--- config.mk ---
export PLATFORM = sky130hd
export DESIGN_NAME = core_count_hotplug_governor
export DESIGN_NICKNAME = d
export VERILOG_FILES = /design/src/sv/chg_pkg.sv /design/src/sv/chg_in_reg.sv /design/src/sv/chg_step.sv /design/src/sv/core_count_hotplug_governor.sv
export SDC_FILE = /design/constraint.sdc
export NUM_CORES = 1
export LEC_CHECK = 0
export BUFFER_PORTS_ARGS = -buffer_cell sky130_fd_sc_hd__buf_2
export CORE_ASPECT_RATIO = 1.25
export CORE_MARGIN = 2
export CORE_UTILIZATION = 35
export CTS_CLUSTER_DIAMETER = 30
export DETAILED_ROUTE_END_ITERATION = 6
export GPL_TIMING_DRIVEN = 0
export PLACE_DENSITY = 0.56
export RECOVER_POWER = 25
export SETUP_SLACK_MARGIN = 0.3
export SLEW_MARGIN = 25
export SYNTH_ARGS = -nofsm -noshare
export SYNTH_HDL_FRONTEND = slang
export SYNTH_SLANG_ARGS = --single-unit
--- constraint.sdc ---
create_clock -name clock -period 8.9 [get_ports clock]
set_clock_uncertainty 0.15 [all_clocks]
set_input_delay 1.335 -clock clock [delete_from_list [all_inputs] [get_ports clock]]
set_output_delay 1.335 -clock clock [all_outputs]
set_load 0.01 [all_outputs]
--- src/sv/chg_pkg.sv ---
`timescale 1ns / 1ps

package chg_pkg;

   // Default build of the governor
   localparam int DEF_NUM_CORES     = 8;
   localparam int DEF_SUSPEND_CORES = 2;

   // Internal core count width: holds any count up to 16 and any 4-bit request
   localparam int CNT_W = 5;

   // Load thresholds in percent
   localparam logic [6:0] LOW_COUNT_RAISE_PCT  = 7'd30;
   localparam logic [6:0] HALF_COUNT_LOWER_PCT = 7'd15;
   localparam logic [6:0] HALF_COUNT_RAISE_PCT = 7'd80;
   localparam logic [6:0] HIGH_COUNT_LOWER_PCT = 7'd30;

   localparam logic [7:0] STREAK_MAX = 8'hFF;

   // Register indexes of the control port
   localparam int CSR_IDX_W = 2;
   localparam logic [CSR_IDX_W-1:0] CSR_UP_STREAK_LIMIT   = 2'd0;
   localparam logic [CSR_IDX_W-1:0] CSR_DOWN_STREAK_LIMIT = 2'd1;
   localparam logic [CSR_IDX_W-1:0] CSR_MIN_CORES_LOCK    = 2'd2;
   localparam logic [CSR_IDX_W-1:0] CSR_MAX_CORES_LOCK    = 2'd3;
   localparam int CSR_DATA_W = 8;

   localparam logic [7:0] UP_STREAK_LIMIT_RST   = 8'd3;
   localparam logic [7:0] DOWN_STREAK_LIMIT_RST = 8'd3;

   typedef enum logic [2:0] {
      CMD_SAMPLE  = 3'd0,
      CMD_FORCE   = 3'd1,
      CMD_RELEASE = 3'd2,
      CMD_SUSPEND = 3'd3,
      CMD_RESUME  = 3'd4
   } chg_cmd_type;

   typedef struct packed {
      logic [2:0] command;
      logic [6:0] avg_load;
      logic [6:0] least_busy_load;
      logic [3:0] forced_cores;
   } chg_req_type;

   typedef struct packed {
      logic [3:0] active_cores;
      logic       count_changed;
      logic       force_held;
   } chg_rsp_type;

   typedef struct packed {
      logic [7:0] up_streak_limit;
      logic [7:0] down_streak_limit;
      logic [3:0] min_cores_lock;
      logic [3:0] max_cores_lock;
   } chg_cfg_type;

   typedef struct packed {
      logic [CNT_W-1:0] online_count;
      logic [6:0]       raise_load;
      logic [6:0]       lower_load;
      logic [7:0]       up_streak;
      logic [7:0]       down_streak;
      logic             forced_mode;
      logic             suspended_mode;
   } chg_state_type;

endpackage

--- src/sv/chg_in_reg.sv ---
`timescale 1ns / 1ps

module chg_in_reg (
   input  logic               clock,
   input  logic               reset,
   input  logic               req_valid,
   output logic               req_stall,
   input  chg_pkg::chg_req_type req_data,
   input  logic               advance,
   output logic               item_valid,
   output chg_pkg::chg_req_type item_data
);
   import chg_pkg::*;

   logic        valid_ff, valid_in;
   chg_req_type data_ff;
   logic        load;

   // Hold the input while the stored item cannot move on
   assign req_stall = valid_ff & ~advance;
   assign load      = req_valid & ~req_stall;

   // Fill on a transfer, drop when the item moves on
   always_comb begin
      valid_in = valid_ff;
      if (load) begin
         valid_in = 1'b1;
      end else if (advance) begin
         valid_in = 1'b0;
      end
   end

   always_ff @(posedge clock) begin
      if (reset) begin
         valid_ff <= 1'b0;
      end else begin
         valid_ff <= valid_in;
      end
   end

   always_ff @(posedge clock) begin
      if (load) begin
         data_ff <= req_data;
      end
   end

   assign item_valid = valid_ff;
   assign item_data  = data_ff;

endmodule

--- src/sv/chg_step.sv ---
`timescale 1ns / 1ps

module chg_step #(
   parameter int NUM_CORES     = chg_pkg::DEF_NUM_CORES,
   parameter int SUSPEND_CORES = chg_pkg::DEF_SUSPEND_CORES
) (
   input  chg_pkg::chg_req_type   req,
   input  chg_pkg::chg_state_type state,
   input  chg_pkg::chg_cfg_type   cfg,
   output chg_pkg::chg_state_type next_state,
   output chg_pkg::chg_rsp_type   rsp
);
   import chg_pkg::*;

   localparam logic [CNT_W-1:0] NUM_C  = CNT_W'(NUM_CORES);
   localparam logic [CNT_W-1:0] SUSP_C = CNT_W'(SUSPEND_CORES);
   localparam logic [CNT_W-1:0] HALF_C = CNT_W'(NUM_CORES / 2);
   localparam logic [CNT_W-1:0] ONE_C  = CNT_W'(1);
   localparam logic [CNT_W-1:0] TWO_C  = CNT_W'(2);

   typedef struct packed {
      logic             take;
      logic [CNT_W-1:0] count;
   } enter_type;

   function automatic logic [CNT_W-1:0] lim_cores(input logic [CNT_W-1:0] v);
      return (v > NUM_C) ? NUM_C : v;
   endfunction

   // Suspend rule, locks and range clamp for a requested count
   function automatic enter_type enter_count(
      input logic             force_req,
      input logic [CNT_W-1:0] want,
      input logic             susp,
      input logic [CNT_W-1:0] online
   );
      enter_type        res;
      logic [CNT_W-1:0] w, lo, hi;
      logic             drop;
      drop = susp && (want > SUSP_C);
      w    = (!susp && (want < SUSP_C)) ? SUSP_C : want;
      lo   = lim_cores(CNT_W'(cfg.min_cores_lock));
      hi   = lim_cores(CNT_W'(cfg.max_cores_lock));
      if (!force_req) begin
         if (lo >= ONE_C && w < lo) begin
            w = lo;
         end
         if (hi >= TWO_C && w > hi) begin
            w = hi;
         end
      end
      w = lim_cores(w);
      if (w < ONE_C) begin
         w = ONE_C;
      end
      res.take  = !drop && (w != online);
      res.count = w;
      return res;
   endfunction

   logic [CNT_W-1:0] target;
   enter_type        ent;

   always_comb begin
      next_state = state;
      target     = state.online_count;
      ent        = '0;
      case (chg_cmd_type'(req.command))
         CMD_SAMPLE: begin
            if (!state.forced_mode) begin
               // Follow the thresholds to the current count
               if (state.online_count < HALF_C) begin
                  next_state.raise_load = LOW_COUNT_RAISE_PCT;
               end else if (state.online_count == HALF_C) begin
                  next_state.raise_load = HALF_COUNT_RAISE_PCT;
                  next_state.lower_load = HALF_COUNT_LOWER_PCT;
               end else begin
                  next_state.lower_load = HIGH_COUNT_LOWER_PCT;
               end
               // Advance or clear the streaks
               if (req.avg_load <= next_state.lower_load) begin
                  if (req.least_busy_load <= next_state.lower_load) begin
                     if (state.down_streak != STREAK_MAX) begin
                        next_state.down_streak = state.down_streak + 8'd1;
                     end
                     next_state.up_streak = '0;
                  end
               end else if (req.avg_load >= next_state.raise_load) begin
                  if (state.up_streak != STREAK_MAX) begin
                     next_state.up_streak = state.up_streak + 8'd1;
                  end
                  next_state.down_streak = '0;
               end else begin
                  next_state.up_streak   = '0;
                  next_state.down_streak = '0;
               end
               // Jump up or step down
               if (next_state.up_streak > cfg.up_streak_limit) begin
                  target = (state.online_count < HALF_C) ? HALF_C : NUM_C;
               end else if (next_state.down_streak > cfg.down_streak_limit) begin
                  if (target != '0) begin
                     target = target - ONE_C;
                  end
               end
               if (target < ONE_C) begin
                  target = ONE_C;
               end
               ent = enter_count(1'b0, target, state.suspended_mode, state.online_count);
               if (ent.take) begin
                  next_state.online_count = ent.count;
                  next_state.up_streak    = '0;
                  next_state.down_streak  = '0;
               end
            end
         end
         CMD_FORCE: begin
            if (req.forced_cores != 4'd0 && CNT_W'(req.forced_cores) <= NUM_C) begin
               ent = enter_count(1'b1, CNT_W'(req.forced_cores), state.suspended_mode,
                                 state.online_count);
               if (ent.take) begin
                  next_state.online_count = ent.count;
                  next_state.up_streak    = '0;
                  next_state.down_streak  = '0;
               end
               next_state.forced_mode = 1'b1;
            end
         end
         CMD_RELEASE: begin
            next_state.forced_mode = 1'b0;
         end
         CMD_SUSPEND: begin
            next_state.suspended_mode = 1'b1;
            ent = enter_count(1'b0, SUSP_C, 1'b1, state.online_count);
            if (ent.take) begin
               next_state.online_count = ent.count;
            end
            next_state.up_streak   = '0;
            next_state.down_streak = '0;
         end
         CMD_RESUME: begin
            next_state.suspended_mode = 1'b0;
            ent = enter_count(1'b1, NUM_C, 1'b0, state.online_count);
            if (ent.take) begin
               next_state.online_count = ent.count;
               next_state.up_streak    = '0;
               next_state.down_streak  = '0;
            end
         end
         default: begin
            next_state = state;
         end
      endcase
   end

   // Report the count in effect after this item
   always_comb begin
      rsp.active_cores  = next_state.online_count[3:0];
      rsp.count_changed = (next_state.online_count != state.online_count);
      rsp.force_held    = next_state.forced_mode;
   end

endmodule

--- src/sv/core_count_hotplug_governor.sv ---
`timescale 1ns / 1ps

// Core count governor.
// Input channel (req_*): one item per transfer, a load sample or a force,
// release, suspend or resume command. Result channel (rsp_*): exactly one
// result per input item, in order: the core count in effect, whether this
// item changed it, and whether a forced count is held.
// Control port (csr_*): write-only registers for the streak limits and the
// min/max core locks; write them only while no item is in flight.
// An item taken on the input is held in the input register; its result is then
// written to the result register, and rsp_valid rises when that register fills.
// Throughput: one item per cycle while rsp_stall is low; the whole decision is
// one pass of compare and clamp logic between the input and result registers.
// Stall: a held result keeps rsp_data stable; one further item may wait in
// the input register, after which req_stall goes high until rsp_stall drops.
// Reset: all cores online, thresholds 80/30 percent, streaks cleared, no
// force or suspend held, limits 3, no locks, both pipeline registers empty.

module core_count_hotplug_governor #(
   parameter int NUM_CORES     = chg_pkg::DEF_NUM_CORES,
   parameter int SUSPEND_CORES = chg_pkg::DEF_SUSPEND_CORES
) (
   input  logic                                clock,
   input  logic                                reset,
   input  logic                                req_valid,
   output logic                                req_stall,
   input  chg_pkg::chg_req_type                req_data,
   output logic                                rsp_valid,
   input  logic                                rsp_stall,
   output chg_pkg::chg_rsp_type                rsp_data,
   input  logic                                csr_wr_en,
   input  logic [chg_pkg::CSR_IDX_W-1:0]       csr_index,
   input  logic [chg_pkg::CSR_DATA_W-1:0]      csr_wdata
);
   import chg_pkg::*;

   logic          item_valid;
   chg_req_type   item_data;
   logic          advance;
   chg_state_type state_ff, state_in;
   chg_cfg_type   cfg_ff, cfg_in;
   chg_rsp_type   step_rsp;
   chg_rsp_type   rsp_data_ff;
   logic          rsp_valid_ff, rsp_valid_in;

   chg_in_reg u_in_reg (
      .clock      (clock),
      .reset      (reset),
      .req_valid  (req_valid),
      .req_stall  (req_stall),
      .req_data   (req_data),
      .advance    (advance),
      .item_valid (item_valid),
      .item_data  (item_data)
   );

   chg_step #(
      .NUM_CORES     (NUM_CORES),
      .SUSPEND_CORES (SUSPEND_CORES)
   ) u_step (
      .req        (item_data),
      .state      (state_ff),
      .cfg        (cfg_ff),
      .next_state (state_in),
      .rsp        (step_rsp)
   );

   // Move the stored item on when the result register is free or being taken
   assign advance = item_valid & (~rsp_valid_ff | ~rsp_stall);

   // Control register writes
   always_comb begin
      cfg_in = cfg_ff;
      if (csr_wr_en) begin
         case (csr_index)
            CSR_UP_STREAK_LIMIT:   cfg_in.up_streak_limit   = csr_wdata[7:0];
            CSR_DOWN_STREAK_LIMIT: cfg_in.down_streak_limit = csr_wdata[7:0];
            CSR_MIN_CORES_LOCK:    cfg_in.min_cores_lock    = csr_wdata[3:0];
            CSR_MAX_CORES_LOCK:    cfg_in.max_cores_lock    = csr_wdata[3:0];
            default:               cfg_in = cfg_ff;
         endcase
      end
   end

   always_ff @(posedge clock) begin
      if (reset) begin
         cfg_ff.up_streak_limit   <= UP_STREAK_LIMIT_RST;
         cfg_ff.down_streak_limit <= DOWN_STREAK_LIMIT_RST;
         cfg_ff.min_cores_lock    <= '0;
         cfg_ff.max_cores_lock    <= '0;
      end else begin
         cfg_ff <= cfg_in;
      end
   end

   // Commit the governor state with each item
   always_ff @(posedge clock) begin
      if (reset) begin
         state_ff.online_count   <= CNT_W'(NUM_CORES);
         state_ff.raise_load     <= HALF_COUNT_RAISE_PCT;
         state_ff.lower_load     <= HIGH_COUNT_LOWER_PCT;
         state_ff.up_streak      <= '0;
         state_ff.down_streak    <= '0;
         state_ff.forced_mode    <= 1'b0;
         state_ff.suspended_mode <= 1'b0;
      end else if (advance) begin
         state_ff <= state_in;
      end
   end

   // Result register: fill on advance, empty on an output transfer
   always_comb begin
      rsp_valid_in = rsp_valid_ff & rsp_stall;
      if (advance) begin
         rsp_valid_in = 1'b1;
      end
   end

   always_ff @(posedge clock) begin
      if (reset) begin
         rsp_valid_ff <= 1'b0;
      end else begin
         rsp_valid_ff <= rsp_valid_in;
      end
   end

   always_ff @(posedge clock) begin
      if (advance) begin
         rsp_data_ff <= step_rsp;
      end
   end

   assign rsp_valid = rsp_valid_ff;
   assign rsp_data  = rsp_data_ff;

   // Core count stays within one and all cores
   a_count_range: assert property (@(posedge clock) disable iff (reset)
      state_ff.online_count != '0 && state_ff.online_count <= CNT_W'(NUM_CORES))
      else $error("online core count out of range");

   // A count change leaves both streaks cleared
   a_change_clears_streaks: assert property (@(posedge clock) disable iff (reset)
      advance && step_rsp.count_changed |=>
         state_ff.up_streak == '0 && state_ff.down_streak == '0)
      else $error("streaks not cleared after a count change");

   // A sample while forced changes nothing
   a_forced_sample_ignored: assert property (@(posedge clock) disable iff (reset)
      advance && state_ff.forced_mode &&
         item_data.command == CMD_SAMPLE |=> $stable(state_ff))
      else $error("sample altered state while forced");

   // The result reports the committed count
   a_rsp_matches_state: assert property (@(posedge clock) disable iff (reset)
      advance |=> rsp_data_ff.active_cores == state_ff.online_count[3:0] &&
         rsp_data_ff.force_held == state_ff.forced_mode)
      else $error("result disagrees with committed state");

   // A full input register with a held result blocks the input
   a_stall_when_full: assert property (@(posedge clock) disable iff (reset)
      item_valid && rsp_valid_ff && rsp_stall |-> req_stall)
      else $error("input accepted while pipeline full");

endmodule

==> flow_metrics.env <==
export IMPL_status="finished, violations left"
export IMPL_violations="negative setup slack"
export IMPL_yosysWarnings=0
export IMPL_slowest_stage="or4b_4"
export IMPL_synth_top_area_frac=0.199
export IMPL_rows=55
export IMPL_clock_sinks=90
export IMPL_avgSynthCellArea_um2=8.14
export IMPL_start_util=0.353
export IMPL_drive_gt1_frac=0.310
export IMPL_fmax_ghz=0.107
export IMPL_async_flop_share=0
export IMPL_finalHoldViolations=0
export IMPL_fin_util=0.476
export IMPL_cts_tree="built"
export IMPL_hp_class="register to register"
export IMPL_vias=6272
export IMPL_drtPass1Iterations=5
export IMPL_worstSkewPairLatency_ns=0.35
export IMPL_crit_arrival_ns=9.43
export IMPL_crit_fanout=7
export IMPL_grt_start_max_net_pins=17
export IMPL_slew_headroom=0.458
export IMPL_maxCapViolations=0
export IMPL_final_antenna_net_count=0
export IMPL_synth_cell_types=86
export IMPL_die_w_um=124
export IMPL_leakage_nw=3.40
export IMPL_slew_viol_final=0
export IMPL_final_common_cell="nor2_1"
export IMPL_synthTopCellsByArea="dfxtp_1 (20%), edfxtp_1 (13%), ha_1 (8.9%), nor2_1 (6.2%), nand2_1 (5.5%)"
export IMPL_yosysTopAreaCell="dfxtp_1"
export IMPL_grt_setup_unrepaired="true"
export IMPL_routed_wl_um=19100
export IMPL_netlist_area_um2=6340
export IMPL_final_cells=1145
export IMPL_powerDensity_nw_per_um2=142
export IMPL_total_power_mw=1.21
export IMPL_ctsHoldBuffers=0
export IMPL_syn_to_final_growth_pct=34.7
export IMPL_ios=44
export IMPL_required_ns=9.00
export IMPL_diodes=0
export IMPL_r2r_slack_ns=-0.44
export IMPL_ir_drop_mv=0.0801
export IMPL_portBuffers=43
export IMPL_viasPerCell=5.48
export IMPL_whs_path_depth=1
export IMPL_grt_util_all_layers=0.192
export IMPL_end_kind="register"
export IMPL_final_cell_mix="nor2_1 (100), nand2_1 (89), buf_4 (70)"
export IMPL_die_h_um=154
export IMPL_drc=0
export IMPL_final_area_um2=8540
export IMPL_setup_ws_ns=-0.436
export IMPL_placedCellCount=1051
export IMPL_die_area_um2=19200
export IMPL_wl_per_cell_um=16.7
export IMPL_cts_htree_levels=3
export IMPL_grt_pass1_vias=6083
export IMPL_cts_buffers=9
export IMPL_synth_edf_count=27
export IMPL_finalCriticalPeriod_ns=9.34
export IMPL_path_clk_slew_ns=0.07
export IMPL_worstMarginPinSlew_ns=0.811
export IMPL_syn_inst=779
export IMPL_crit_type="register to register"
export IMPL_ys_ff_latch=90
export IMPL_ys_flop_type="dfxtp_1"
export IMPL_max_stage_delay_ns=0.55
export IMPL_synth_seq_area_share=0.327
export IMPL_core_area_um2=18000
export IMPL_post_dp_hpwl_um=13300
export IMPL_setup_viol=22
export IMPL_drtIter0Drc=403
export IMPL_antenna_found_initial=0
export IMPL_num_nets_final=993
export IMPL_overflow=0
export IMPL_reg2reg_depth=48
export IMPL_root_buffer="clkbuf_16"
export IMPL_crit_path_start_kind="register"
export IMPL_clock_path_buffers=2
export IMPL_grt_pass1_wl_um=30100
export IMPL_syn_nets=860
export IMPL_critPathMostFrequentCell="buf_4"
export IMPL_routabilityCongestion=0.911
export IMPL_place_area_um2=7030
export IMPL_post_route_period_util=1.05
-- per-stage QoR --
step	setup TNS [ns]	setup slack, ns	hold WS, ns
detailed placement	-39.86	-1.76	0.277
global route	-16.81	-0.769	0.319
floorplan	0	0.0606	0.262
CTS	-7.57	-0.363	0.299
global placement	-37.63	-1.66	0.276
finish	-8.25	-0.436	0.307
-- power by group --
part | total (mW) | switching, mW | internal [mW]
registers | 0.448 | 0.00986 | 0.438
clock network | 0.378 | 0.177 | 0.201
logic | 0.388 | 0.208 | 0.180
-- per-layer routing --
| layer | wire [µm] | track usage |
|---|---|---|
| met2 | 9840 | 0.347 |
| met5 | 0 | 0 |
| met3 | 511 | 0.0273 |
| met4 | 650 | 0.0915 |
| met1 | 8080 | 0.222 |
-- worst paths after layout --
path	from	endpoint
worst min-delay path	state_ff[29]$_SDFFE_PP1P_	state_ff[29]$_SDFFE_PP1P_
worst max register to register	state_ff[35]$_SDFFE_PP1P_	state_ff[7]$_SDFFE_PP0P_
worst max-delay path	state_ff[35]$_SDFFE_PP1P_	state_ff[7]$_SDFFE_PP0P_
worst min register to register	state_ff[29]$_SDFFE_PP1P_	state_ff[29]$_SDFFE_PP1P_
-- cells in the mapped netlist, types with 4 or more instances --
| cell type | n |
|---|---|
| nor4_1 | 4 |
| o21ai_2 | 10 |
| a31oi_1 | 8 |
| a21o_1 | 12 |
| o31ai_1 | 5 |
| buf_2 | 7 |
| a21oi_1 | 69 |
| a211o_1 | 5 |
| nor2_1 | 104 |
| nand2b_1 | 6 |
| mux2i_1 | 14 |
| inv_1 | 35 |
| o211ai_1 | 10 |
| nor3_1 | 11 |
| o22ai_1 | 10 |
| o21ai_0 | 38 |
| or3_1 | 9 |
| xnor2_1 | 4 |
| and2_1 | 9 |
| o21a_1 | 7 |
| clkbuf_1 | 22 |
| xor2_1 | 4 |
| ha_1 | 45 |
| nand3_1 | 22 |
| dfxtp_1 | 63 |
| edfxtp_1 | 27 |
| o2111ai_1 | 4 |
| or2_2 | 4 |
| nand3b_1 | 5 |
| a211oi_1 | 8 |
| nand4_1 | 8 |
| nor2b_1 | 13 |
| and3_1 | 8 |
| nand2_1 | 93 |
-- timing repair --
action	in CTS	in global routing
endpoints found under the setup margin	25	25
hold endpoints to repair	0	0
pin swaps	45	67
setup buffers	58	19
resized for setup	66	55
cloned	0	1
-- flip-flops by register name (all words and copies together), names as in the netlist --
register             flops
u_in_reg.item_valid      1
cfg_ff                  24
rsp_data                 6
state_ff                37
u_in_reg.item_data      21
rsp_valid                1
-- area by class of cell --
type | instances | area, µm²
Buffer | 33 | 251
Clock buffer | 10 | 239
Clock inverter | 6 | 50.0
Fill cell | 1744 | 9420
Inverter | 37 | 159
Multi-Input combinational cell | 619 | 4600
Sequential cell | 90 | 2080
Tap cell | 228 | 285
Timing Repair Buffer | 122 | 876
-- cells by family after synthesis --
| kind of cell | count (synthesis) | synth area share |
|---|---|---|
| adder cells (fa/ha/maj) | 45 | 0.0888 |
| multiplexers | 15 | 0.0239 |
| XOR/XNOR | 8 | 0.0110 |
| flip-flops | 90 | 0.327 |
| AND/OR/NAND/NOR | 318 | 0.245 |
| buffers and inverters | 70 | 0.0458 |
| AO/OA/AOI/OAI | 233 | 0.258 |
-- critical path: cells and delay by family (launching register included) --
kind	cells	cell delay (ns)
buf+inv	14	1.96
simple gates	11	2.77
mux	1	0.15
fa+ha+maj	3	0.51
flops	1	0.36
compound gates	19	3.31
Note: power is estimated with default switching activity, not from simulation.
